--- config.mk ---
export PLATFORM = sky130hd
export DESIGN_NAME = mips_multiply_divide_unit_flat
export DESIGN_NICKNAME = d
export VERILOG_FILES = /design/src/rtl/core/mdu_pkg.sv /design/src/rtl/core/mdu_in_if.sv /design/src/rtl/core/mdu_out_if.sv /design/src/rtl/core/mdu_ctrl.sv /design/src/rtl/core/mdu_datapath.sv /design/src/rtl/core/mips_multiply_divide_unit.sv /design/src/flat_wrapper.sv
export SDC_FILE = /design/constraint.sdc
export NUM_CORES = 2
export LEC_CHECK = 0
export BUFFER_PORTS_ARGS = -buffer_cell sky130_fd_sc_hd__buf_2
export CELL_PAD_IN_SITES_DETAIL_PLACEMENT = 0
export CELL_PAD_IN_SITES_GLOBAL_PLACEMENT = 1
export CORE_MARGIN = 2
export CORE_UTILIZATION = 52
export DETAILED_ROUTE_END_ITERATION = 7
export PLACE_DENSITY = 0.8
export SLEW_MARGIN = 10
export SYNTH_ARGS = -nofsm -noshare
export SYNTH_HDL_FRONTEND = slang
export SYNTH_SLANG_ARGS = --single-unit
--- constraint.sdc ---
create_clock -name clk_i -period 10 [get_ports clk_i]
set_clock_uncertainty 0.1 [all_clocks]
set_input_delay 1 -clock clk_i [delete_from_list [all_inputs] [get_ports clk_i]]
set_output_delay 1 -clock clk_i [all_outputs]
set_load 0.02 [all_outputs]
--- src/rtl/core/mdu_pkg.sv ---
// ----------------------------------------------------------------------------
// mdu_pkg: shared definitions for the multiply/divide unit
// Opcodes, controller states and the command and status structs that join
// the controller to the datapath.
// ----------------------------------------------------------------------------
package mdu_pkg;

  localparam int unsigned DataWidth = 32;
  localparam int unsigned DivSteps  = DataWidth;
  localparam int unsigned CntWidth  = $clog2(DivSteps);

  typedef enum logic [2:0] {
    OP_MULT  = 3'd0,
    OP_UMULT = 3'd1,
    OP_DIV   = 3'd2,
    OP_DIVU  = 3'd3,
    OP_MFHI  = 3'd4,
    OP_MFLO  = 3'd5,
    OP_MTHI  = 3'd6,
    OP_MTLO  = 3'd7
  } opcode_e;

  typedef enum logic [3:0] {
    ST_IDLE = 4'b0001,
    ST_MUL  = 4'b0010,
    ST_DIV  = 4'b0100,
    ST_FIN  = 4'b1000
  } state_e;

  // Commands from the controller to the datapath.
  typedef struct packed {
    logic load;       // accept a word: capture operands, do moves and reads
    logic mul_write;  // write the product into hi and lo
    logic div_step;   // one restoring division step
    logic div_write;  // apply signs and write quotient and remainder
  } cmd_t;

  // Status from the datapath to the controller.
  typedef struct packed {
    logic div_last;   // the current division step is the final one
  } status_t;

endpackage

--- src/rtl/core/mdu_in_if.sv ---
// ----------------------------------------------------------------------------
// mdu_in_if: input channel of the multiply/divide unit
// Carries one opcode and the two source operands per word.
// ----------------------------------------------------------------------------
interface mdu_in_if;
  logic        valid;
  logic        ready;
  logic [2:0]  opcode;
  logic [31:0] operand_s;
  logic [31:0] operand_t;

  modport source (output valid, output opcode, output operand_s, output operand_t,
                  input ready);
  modport sink   (input valid, input opcode, input operand_s, input operand_t,
                  output ready);
endinterface

--- src/rtl/core/mdu_out_if.sv ---
// ----------------------------------------------------------------------------
// mdu_out_if: result channel of the multiply/divide unit
// Carries the value read back by mfhi/mflo, zero for other opcodes.
// ----------------------------------------------------------------------------
interface mdu_out_if;
  logic        valid;
  logic        ready;
  logic [31:0] read_value;

  modport source (output valid, output read_value, input ready);
  modport sink   (input valid, input read_value, output ready);
endinterface

--- src/rtl/core/mdu_ctrl.sv ---
// ----------------------------------------------------------------------------
// mdu_ctrl: controller of the multiply/divide unit
// Sequences multiplies and divides and owns the handshake of both channels.
// ----------------------------------------------------------------------------
module mdu_ctrl
  import mdu_pkg::*;
(
  input  logic       clk_i,
  input  logic       rst_ni,
  input  logic       in_valid_i,
  input  logic [2:0] opcode_i,
  output logic       in_ready_o,
  output logic       out_valid_o,
  input  logic       out_ready_i,
  output cmd_t       cmd_o,
  input  status_t    status_i
);

  state_e state_q, state_d;
  logic   out_valid_q, out_valid_d;
  logic   in_accept;
  opcode_e opcode;

  assign opcode = opcode_e'(opcode_i);

  // A new word is taken only when idle and the result register can be refilled.
  assign in_ready_o  = (state_q == ST_IDLE) && (!out_valid_q || out_ready_i);
  assign in_accept   = in_valid_i && in_ready_o;
  assign out_valid_o = out_valid_q;

  // Next state.
  always_comb begin
    state_d = state_q;
    unique case (state_q)
      ST_IDLE: begin
        if (in_accept) begin
          unique case (opcode)
            OP_MULT, OP_UMULT: state_d = ST_MUL;
            OP_DIV, OP_DIVU:   state_d = ST_DIV;
            OP_MFHI, OP_MFLO,
            OP_MTHI, OP_MTLO:  state_d = ST_IDLE;
          endcase
        end
      end
      ST_MUL: state_d = ST_IDLE;
      ST_DIV: begin
        if (status_i.div_last) begin
          state_d = ST_FIN;
        end
      end
      ST_FIN: state_d = ST_IDLE;
      default: state_d = ST_IDLE;
    endcase
  end

  // Commands follow directly from the state; load follows the input handshake.
  always_comb begin
    cmd_o.load      = in_accept;
    cmd_o.mul_write = (state_q == ST_MUL);
    cmd_o.div_step  = (state_q == ST_DIV);
    cmd_o.div_write = (state_q == ST_FIN);
  end

  // The result word is produced when the input word is accepted.
  always_comb begin
    out_valid_d = out_valid_q;
    if (out_valid_q && out_ready_i) begin
      out_valid_d = 1'b0;
    end
    if (in_accept) begin
      out_valid_d = 1'b1;
    end
  end

  always_ff @(posedge clk_i or negedge rst_ni) begin
    if (!rst_ni) begin
      state_q     <= ST_IDLE;
      out_valid_q <= 1'b0;
    end else begin
      state_q     <= state_d;
      out_valid_q <= out_valid_d;
    end
  end

endmodule

--- src/rtl/core/mdu_datapath.sv ---
// ----------------------------------------------------------------------------
// mdu_datapath: hi/lo registers, multiplier and iterative divider
// Executes the commands of the controller on the operands and hi/lo.
// ----------------------------------------------------------------------------
module mdu_datapath
  import mdu_pkg::*;
(
  input  logic                 clk_i,
  input  logic                 rst_ni,
  input  cmd_t                 cmd_i,
  input  logic [2:0]           opcode_i,
  input  logic [DataWidth-1:0] operand_s_i,
  input  logic [DataWidth-1:0] operand_t_i,
  output status_t              status_o,
  output logic [DataWidth-1:0] read_value_o
);

  opcode_e opcode;

  logic [DataWidth-1:0] hi_q, lo_q;
  logic [DataWidth-1:0] read_value_q;

  // Multiplier operands, extended by one bit so one signed multiply serves both.
  logic signed [DataWidth:0]     mul_a_q, mul_b_q;
  logic signed [2*DataWidth+1:0] product;

  // Divider: quotient shifts in as the dividend shifts out of quo_q.
  logic [DataWidth-1:0] quo_q, dvsr_q, rem_q;
  logic [CntWidth-1:0]  cnt_q;
  logic                 neg_quo_q, neg_rem_q;
  logic                 ext_s, ext_t, neg_s, neg_t, is_signed;
  logic [DataWidth:0]   trial;
  logic [DataWidth-1:0] shifted;

  assign opcode = opcode_e'(opcode_i);

  // Operand signs: only the signed opcodes look at the top bits.
  assign is_signed = (opcode == OP_MULT) || (opcode == OP_DIV);
  assign ext_s     = is_signed && operand_s_i[DataWidth-1];
  assign ext_t     = is_signed && operand_t_i[DataWidth-1];
  assign neg_s     = ext_s;
  assign neg_t     = ext_t;

  assign product = mul_a_q * mul_b_q;

  // One restoring step: shift in the next dividend bit and try the subtract.
  assign shifted = {rem_q[DataWidth-2:0], quo_q[DataWidth-1]};
  assign trial   = {rem_q, quo_q[DataWidth-1]} - {1'b0, dvsr_q};

  assign status_o.div_last = (cnt_q == CntWidth'(DivSteps - 1));
  assign read_value_o      = read_value_q;

  // Operand capture and division iteration.
  always_ff @(posedge clk_i) begin
    if (cmd_i.load) begin
      mul_a_q   <= {ext_s, operand_s_i};
      mul_b_q   <= {ext_t, operand_t_i};
      quo_q     <= neg_s ? (DataWidth'(0) - operand_s_i) : operand_s_i;
      dvsr_q    <= neg_t ? (DataWidth'(0) - operand_t_i) : operand_t_i;
      rem_q     <= '0;
      neg_quo_q <= neg_s ^ neg_t;
      neg_rem_q <= neg_s;
    end else if (cmd_i.div_step) begin
      if (!trial[DataWidth]) begin
        rem_q <= trial[DataWidth-1:0];
        quo_q <= {quo_q[DataWidth-2:0], 1'b1};
      end else begin
        rem_q <= shifted;
        quo_q <= {quo_q[DataWidth-2:0], 1'b0};
      end
    end
  end

  // Step counter of the divider.
  always_ff @(posedge clk_i or negedge rst_ni) begin
    if (!rst_ni) begin
      cnt_q <= '0;
    end else if (cmd_i.load) begin
      cnt_q <= '0;
    end else if (cmd_i.div_step) begin
      cnt_q <= cnt_q + CntWidth'(1);
    end
  end

  // The hi and lo registers.
  always_ff @(posedge clk_i or negedge rst_ni) begin
    if (!rst_ni) begin
      hi_q <= '0;
      lo_q <= '0;
    end else if (cmd_i.load && (opcode == OP_MTHI)) begin
      hi_q <= operand_s_i;
    end else if (cmd_i.load && (opcode == OP_MTLO)) begin
      lo_q <= operand_s_i;
    end else if (cmd_i.mul_write) begin
      hi_q <= product[2*DataWidth-1:DataWidth];
      lo_q <= product[DataWidth-1:0];
    end else if (cmd_i.div_write) begin
      hi_q <= neg_rem_q ? (DataWidth'(0) - rem_q) : rem_q;
      lo_q <= neg_quo_q ? (DataWidth'(0) - quo_q) : quo_q;
    end
  end

  // Result word: the read value for moves from hi/lo, zero otherwise.
  always_ff @(posedge clk_i) begin
    if (cmd_i.load) begin
      unique case (opcode)
        OP_MFHI: read_value_q <= hi_q;
        OP_MFLO: read_value_q <= lo_q;
        OP_MULT, OP_UMULT, OP_DIV, OP_DIVU,
        OP_MTHI, OP_MTLO: read_value_q <= '0;
      endcase
    end
  end

endmodule

--- src/rtl/core/mips_multiply_divide_unit.sv ---
// ----------------------------------------------------------------------------
// mips_multiply_divide_unit: multiply/divide unit with hi/lo registers
// Top level joining the controller and the datapath to the two channels.
// ----------------------------------------------------------------------------
// Every accepted word yields one result word, loaded into the result register
// in the cycle of acceptance. A new word is taken only when the unit is idle
// and the result register is empty or is being read in that same cycle, so a
// waiting result holds off the input. mfhi, mflo, mthi and mtlo finish in the
// cycle of acceptance. mult and multu then occupy the unit in ST_MUL, where the
// 33 by 33 bit multiplier writes hi and lo. div and divu occupy it for 32
// restoring radix-2 steps through one subtractor in ST_DIV, then restore signs
// and write hi and lo in ST_FIN. Division by zero and the minimum integer over
// minus one take the same steps as any other divide.
module mips_multiply_divide_unit
  import mdu_pkg::*;
(
  input  logic  clk_i,
  input  logic  rst_ni,
  mdu_in_if.sink    in_i,
  mdu_out_if.source out_o
);

  cmd_t    cmd;
  status_t status;

  mdu_ctrl u_ctrl (
    .clk_i       (clk_i),
    .rst_ni      (rst_ni),
    .in_valid_i  (in_i.valid),
    .opcode_i    (in_i.opcode),
    .in_ready_o  (in_i.ready),
    .out_valid_o (out_o.valid),
    .out_ready_i (out_o.ready),
    .cmd_o       (cmd),
    .status_i    (status)
  );

  mdu_datapath u_datapath (
    .clk_i        (clk_i),
    .rst_ni       (rst_ni),
    .cmd_i        (cmd),
    .opcode_i     (in_i.opcode),
    .operand_s_i  (in_i.operand_s),
    .operand_t_i  (in_i.operand_t),
    .status_o     (status),
    .read_value_o (out_o.read_value)
  );

  // No word is taken while a division is iterating.
  assert property (@(posedge clk_i) disable iff (!rst_ni)
    cmd.div_step |-> !in_i.ready)
    else $error("input ready during a division step");

  // An accepted word always leaves a result word pending.
  assert property (@(posedge clk_i) disable iff (!rst_ni)
    (in_i.valid && in_i.ready) |=> out_o.valid)
    else $error("accepted word produced no result");

  // The final division step is followed by the write of hi and lo.
  assert property (@(posedge clk_i) disable iff (!rst_ni)
    (cmd.div_step && status.div_last) |=> cmd.div_write)
    else $error("division finished without writing hi and lo");

endmodule

--- src/flat_wrapper.sv ---
// flat-port wrapper written by rule: the top's interface ports become plain ports
module mips_multiply_divide_unit_flat import mdu_pkg::*;
  (clk_i, rst_ni, in_i_valid, in_i_opcode, in_i_operand_s, in_i_operand_t, in_i_ready, out_o_valid, out_o_read_value, out_o_ready);
  mdu_in_if in_i_i ();
  mdu_out_if out_o_i ();
  input  logic clk_i;
  input  logic rst_ni;
  input wire logic [$bits(in_i_i.valid)-1:0] in_i_valid;
  input wire logic [$bits(in_i_i.opcode)-1:0] in_i_opcode;
  input wire logic [$bits(in_i_i.operand_s)-1:0] in_i_operand_s;
  input wire logic [$bits(in_i_i.operand_t)-1:0] in_i_operand_t;
  output wire logic [$bits(in_i_i.ready)-1:0] in_i_ready;
  output wire logic [$bits(out_o_i.valid)-1:0] out_o_valid;
  output wire logic [$bits(out_o_i.read_value)-1:0] out_o_read_value;
  input wire logic [$bits(out_o_i.ready)-1:0] out_o_ready;
  assign in_i_i.valid = in_i_valid;
  assign in_i_i.opcode = in_i_opcode;
  assign in_i_i.operand_s = in_i_operand_s;
  assign in_i_i.operand_t = in_i_operand_t;
  assign in_i_ready = in_i_i.ready;
  assign out_o_valid = out_o_i.valid;
  assign out_o_read_value = out_o_i.read_value;
  assign out_o_i.ready = out_o_ready;
  mips_multiply_divide_unit u_core (.clk_i(clk_i), .rst_ni(rst_ni), .in_i(in_i_i), .out_o(out_o_i));
endmodule
# Yosys cells after proc, flatten, opt, wreduce, memory -nomap -nowiden
# Memory sizes are Yosys's and may differ from the RTL's.
# Index checks and enable logic that the tools add are counted.
[totals]
word_cells = 80
romBits = 24
output_inout_bits = 34
memories = 1
ff_bits = 270
inputBits = 71
[memory_table]
columns = ["name", "depth", "width", "read_ports", "rd_ports_with_merged_regs", "write_ports", "line_no", "source"]
rows = [
  ["(no name shown)", 8, 3, 1, 0, 0, "mdu_ctrl.sv:37", "unique case (opcode)"],
]
[op_classes]
multipliers = 1
bitwise_logic = 2
addsub = 6
reduce_logical = 19
muxes = 23
eq_ne = 15
[op_table]
columns = ["op", "count"]
rows = [
  ["32-bit 2-to-1 mux", 14],
  ["1-bit by 32-bit subtractor with 32-bit output, first input constant", 4],
  ["32-bit one-hot mux with 3 select lines", 1],
  ["33-bit by 33-bit multiplier with 64-bit output", 1],
  ["33-bit by 32-bit subtractor with 33-bit output", 1],
  ["3-bit equality test, second input constant", 4],
  ["5-bit 2-to-1 mux", 2],
  ["4-bit 2-to-1 mux", 2],
  ["4-bit one-hot mux with 2 select lines", 1],
  ["1-bit logical AND", 7],
  ["3-bit by 2-bit equality test with 1-bit output, second input constant", 2],
  ["2-bit inequality test, second input constant", 3],
  ["2-bit AND reduction", 3],
  ["3-bit nonzero test", 2],
  ["6-bit OR reduction", 1],
  ["5-bit by 1-bit adder with 5-bit output, second input constant", 1],
  ["5-bit equality test, second input constant", 1],
  ["4-bit by 1-bit equality test with 1-bit output, second input constant", 1],
  ["4-bit by 2-bit equality test with 1-bit output, second input constant", 1],
  ["4-bit by 3-bit equality test with 1-bit output, second input constant", 1],
  ["4-bit equality test, second input constant", 1],
  ["2-bit nonzero test", 2],
  ["3-bit by 1-bit equality test with 1-bit output, second input constant", 1],
  ["3-bit zero test", 1],
  ["other kinds (5)", 8],
]

# Depth between registers and ports, before layout
[logic_depth]
depth_word = 7
ltp_mapped = 31
ltp_nobuf = 27

# By module
# Synthesis repeated with hierarchy kept, for this count alone.
[hier_totals]
cells_unflattened = 5837
hier_area_um2 = 54093.1
[by_module_without_submodules]
columns = ["module", "seq_area_each_um2", "instances", "area_per_inst_um2", "cells_each"]
rows = [
  ["mdu_datapath", 7231.9, 1, 53825.4, 5812],
  ["mdu_ctrl", 126.4, 1, 267.8, 25],
]

# Worst setup path after synthesis
# No wires, ideal clock.
[synth_timing]
path_kind = "flip-flop to flip-flop"
startpoint = "reg u_core.u_datapath.neg_rem_q"
endpoint = "reg u_core.u_datapath.hi_q[22]"
path_buffers = 4
synth_period_minus_slack_ps = 8393
t_required_ps = 9810
arrival_time_ps = 8203
path_stages_with_launch = 28
setup_time_ps = 90
slack_ps = 1607
path_cell_list = "edfxtp_1 > clkbuf_1 > clkbuf_1 > buf_1 > nand2_1 > inv_1 > fa_1 > fa_1 > fa_1 > fa_1 > inv_1 > fa_1 > inv_1 > fa_1 > fa_1 > inv_1 > fa_1 > inv_1 > ha_1 > clkbuf_1 > nand3_1 > or4_1 > or3_1 > o211ai_1 > o21bai_1 > nor2b_1 > xor2_1 > o221ai_1"
[synth_via]
elab_chain_len = 5
[synth_rtl]
columns = ["element", "line_no", "source"]
rows = [
  ["start: declaration", "mdu_datapath.sv:30", "logic neg_quo_q, neg_rem_q;"],
  ["start signal: assignment", "mdu_datapath.sv:62", "neg_rem_q <= neg_s;"],
  ["32-bit 2-to-1 mux", "mdu_datapath.sv:98", "hi_q <= neg_rem_q ? (DataWidth'(0) - rem_q) : rem_q;"],
  ["32-bit 2-to-1 mux", "mdu_datapath.sv:97", "end else if (cmd_i.div_write) begin"],
  ["32-bit 2-to-1 mux", "mdu_datapath.sv:94", "end else if (cmd_i.mul_write) begin"],
  ["32-bit 2-to-1 mux", "mdu_datapath.sv:92", "end else if (cmd_i.load && (opcode == OP_MTLO)) begin"],
  ["32-bit 2-to-1 mux", "mdu_datapath.sv:90", "end else if (cmd_i.load && (opcode == OP_MTHI)) begin"],
  ["end signal: assignment", "mdu_datapath.sv:91", "hi_q <= operand_s_i;"],
  ["end signal: assignment", "mdu_datapath.sv:95", "hi_q <= product[2*DataWidth-1:DataWidth];"],
  ["end signal: assignment", "mdu_datapath.sv:98", ""],
  ["end: declaration", "mdu_datapath.sv:20", "logic [DataWidth-1:0] hi_q, lo_q;"],
]
# No other way between the ends. The select of a mux whose other input is x is not followed.
# A chain may end at the register's enable or synchronous reset.

# Worst setup path in the final report
# Ends and elaborated chain as after synthesis.

==> run_results.csv <==
group,metric,value,unit
run_status,status,"complete, no violations",
logic_synthesis,yosys.area.top_type,"fa_1",
clock_network,cts_tree,"done",
clock_network,cts.repair.resized,0,
clock_network,cts_root_buf,"clkbuf_16",
logic_synthesis,yosys-top-cells-count,"inv_1, fa_1, nand2_1",
min_path,min_path_cells,2,
floorplan,pin_count,105,
worst_setup_path,crit_fanout,20,
global_routing,grt_pass1_wl,252000,um
clock_network,clock_path_buffers,3,
timing,hold_viol_final,0,
clock_network,postCtsHoldBufs,0,
worst_setup_path,startpoint_type,"flip-flop",
worst_setup_path,crit_required,10.29,ns
floorplan,rows,117,
timing,fin_crit,9.21,ns
timing,rsz0062_at_grt,"no",
route,drcViolationCount,0,
clock_network,clk_pin_slew,0.06,ns
placed_design,dp.cells,6981,
floorplan,dieArea,105000,sq um
logic_synthesis,synthTopCellsByArea,"fa_1, edfxtp_1, inv_1",
clock_network,cts_buffers,34,
placed_design,port_buffers,104,
route,dr.first_iter.drc_count,3360,
worst_setup_path,reg2reg_depth,24,
global_routing,grt.total_usage,31.8,%
worst_setup_path,cp_num_cells,24,
floorplan,chipWidth,324,um
logic_synthesis,synth_most_common_cell,"inv_1",
placed_design,dp_hpwl,129000,um
job,cap_violations,0,
logic_synthesis,synth_cells,5686,
finish,finalCoreUtilization,55.5,%
worst_setup_path,slowest_delay,0.96,ns
route,avgViaCountPerCell,5.64,
worst_setup_path,critPathTopFamily,"adder cells",
logic_synthesis,netlist.area_leader.share,42.3,%
logic_synthesis,avgSynthCellArea,9.37,sq um
logic_synthesis,syn-num-nets,7133,
timing,fin_ws,0.794,ns
timing,tightest_slew,1.30,ns
timing,max_freq,109,MHz
worst_setup_path,crit_path_cell_trace,"nand2_1 > inv_1 > fa_1 > inv_1 > fa_1 > inv_1 > fa_1 > fa_1 > inv_1 > fa_1 > inv_1 > fa_1 > fa_1 > inv_1 > fa_1 > inv_1 > ha_1 > nand3_1 > or4_1 > or3_1 > o21bai_1 > nor2b_1 > xor2_1 > o221ai_1",
worst_setup_path,arrival,9.49,ns
logic_synthesis,seq_area_frac_synth,13.8,%
placed_design,gp_congestion,0.940,
finish,layoutNonFillerInstCount,7045,
placed_design,dp_slack,0.998,ns
global_routing,gr-total-overflow,0,
timing,timing.slew.headroom,13.2,%
clock_network,cts_sinks,268,
logic_synthesis,synth_edf_count,162,
worst_setup_path,cp_common_cell,"fa_1",
route,routed_wl,159000,um
floorplan,core,102000,sq um
finish,fin_nets,7096,
logic_synthesis,ys.warnings.count,0,
global_routing,grt_pass1_vias,41700,
worst_setup_path,slowest_stage,"edfxtp_1",
timing,fin_crit_sh,92.1,%
logic_synthesis,syn_area,53300,sq um
route,dr.pass1.iters,6,
timing,fin_tns_setup,0,ns
clock_network,cts_setup_buffers,0,
logic_synthesis,ys_types,81,
worst_setup_path,setup.worst_path.class,"reg -> reg",
finish,drive_gt1_share,5.52,%
worst_setup_path,end_kind,"flip-flop",
clock_network,clkLatencyLatePin,0.54,ns
clock_network,htree_levels,2,
worst_setup_path,crit_buf_inv,7,
min_path,worstHoldPathType,"reg -> reg",
route,ant_nets,0,
route,vias,39700,
logic_synthesis,ys_ff_latch,268,
global_routing,grt_max_degree,78,
route,wire_per_inst,22.6,um
floorplan,initial_core_util,52.4,%
timing,setup_viol_count_final,0,
global_routing,antenna_found_initial,6,
floorplan,chipHeight,324,um
logic_synthesis,async_reset_ff_share,27.6,%
finish,syn2layout_area_growth,5.99,%
timing,slew_violations,0,
logic_synthesis,ys.flop_type,"edfxtp_1",
## kinds of logic after synthesis
| kind of cell | Yosys count | share of synthesized area (%) |
|---|---|---|
| compound gates | 666 | 8.00 |
| xor+xnor | 221 | 3.67 |
| fa+ha+maj | 1376 | 48.2 |
| buf+inv | 1471 | 10.4 |
| flops | 268 | 13.8 |
| mux | 33 | 0.622 |
| simple gates | 1651 | 15.3 |
## final cells by class
cell class | instances | area, sq um
Fill cell | 9141 | 45300
Multi-Input combinational cell | 3947 | 40400
Sequential cell | 268 | 7360
Inverter | 1175 | 4420
Tap cell | 1368 | 1710
Timing Repair Buffer | 223 | 1420
Clock buffer | 41 | 928
Clock inverter | 21 | 223
Antenna cell | 2 | 5.00
## routing by layer
layer  global-route usage [%]  up-vias  routed length (um)  part of all wire (%)
met5                        0        -                  21                 0.013
met4                     7.19        4                4000                   2.5
met3                     4.78      258               13600                   8.5
met2                     50.4     1707               73000                    46
met1                     46.3    20500               68400                    43
li1                         -    17300                   -                     -
## layout by cell type, fill, tap and decap left out, drive strengths merged, types with 52 or more instances in the layout
cell    netlist  layout
inv        1174    1179
fa         1126    1126
nand2       734     734
and2        544     544
ha          250     250
buf          10     223
o21ai       200     200
edfxtp      162     162
a21oi       160     160
nor2        128     128
xnor2       121     121
xor2        100     100
dfrtp        73      73
a21o         52      52
## path summary, 6_finish.rpt
kind / slack (ns) / end / start
max in group asynchronous: 8.53 / u_core.u_datapath.lo_q[23] / rst_ni
setup reg to reg: 0.79 / u_core.u_datapath.hi_q[22] / u_core.u_datapath.neg_rem_q
hold / removal: 0.41 / u_core.u_ctrl.out_valid_o / u_core.u_ctrl.out_valid_o
hold reg to reg: 0.41 / u_core.u_ctrl.out_valid_o / u_core.u_ctrl.out_valid_o
min in group asynchronous: 0.52 / u_core.u_datapath.lo_q[5] / rst_ni
setup / recovery: 0.79 / u_core.u_datapath.hi_q[22] / u_core.u_datapath.neg_rem_q
## state kept, by name, summed over array words and instances (netlist names)
| register | cells |
|---|---|
| u_core.u_datapath.neg_rem_q | 1 |
| u_core.u_datapath.mul_b_q | 33 |
| u_core.u_datapath.dvsr_q | 31 |
| u_core.u_datapath.cnt_q | 5 |
| u_core.u_datapath.neg_quo_q | 1 |
| u_core.u_datapath.rem_q | 32 |
| u_core.u_ctrl.out_valid_o | 1 |
| u_core.u_ctrl.state_q | 4 |
| u_core.u_datapath.read_value_o | 32 |
| u_core.u_datapath.hi_q | 32 |
| u_core.u_datapath.lo_q | 32 |
| u_core.u_datapath.quo_q | 32 |
| u_core.u_datapath.mul_a_q | 32 |
## tightest hold or removal path, delay by kind of cell, from the launching register on
| kind | cells | cell delay, ns |
|---|---|---|
| flip-flops | 1 | 0.35 |
| AND/OR/NAND/NOR | 2 | 0.12 |
## through the flow
step / area, sq um / hold WS, ns
after detailed placement: 55300 / 0.397
after CTS: 56500 / 0.414
final: 56500 / 0.405
after floorplan: 53300 / 0.370
after global placement: 55300 / 0.383
after global routing: 56500 / 0.453
Power is not shown: default switching activity piles up to over one toggle a cycle in this logic, so the estimate is an artifact.
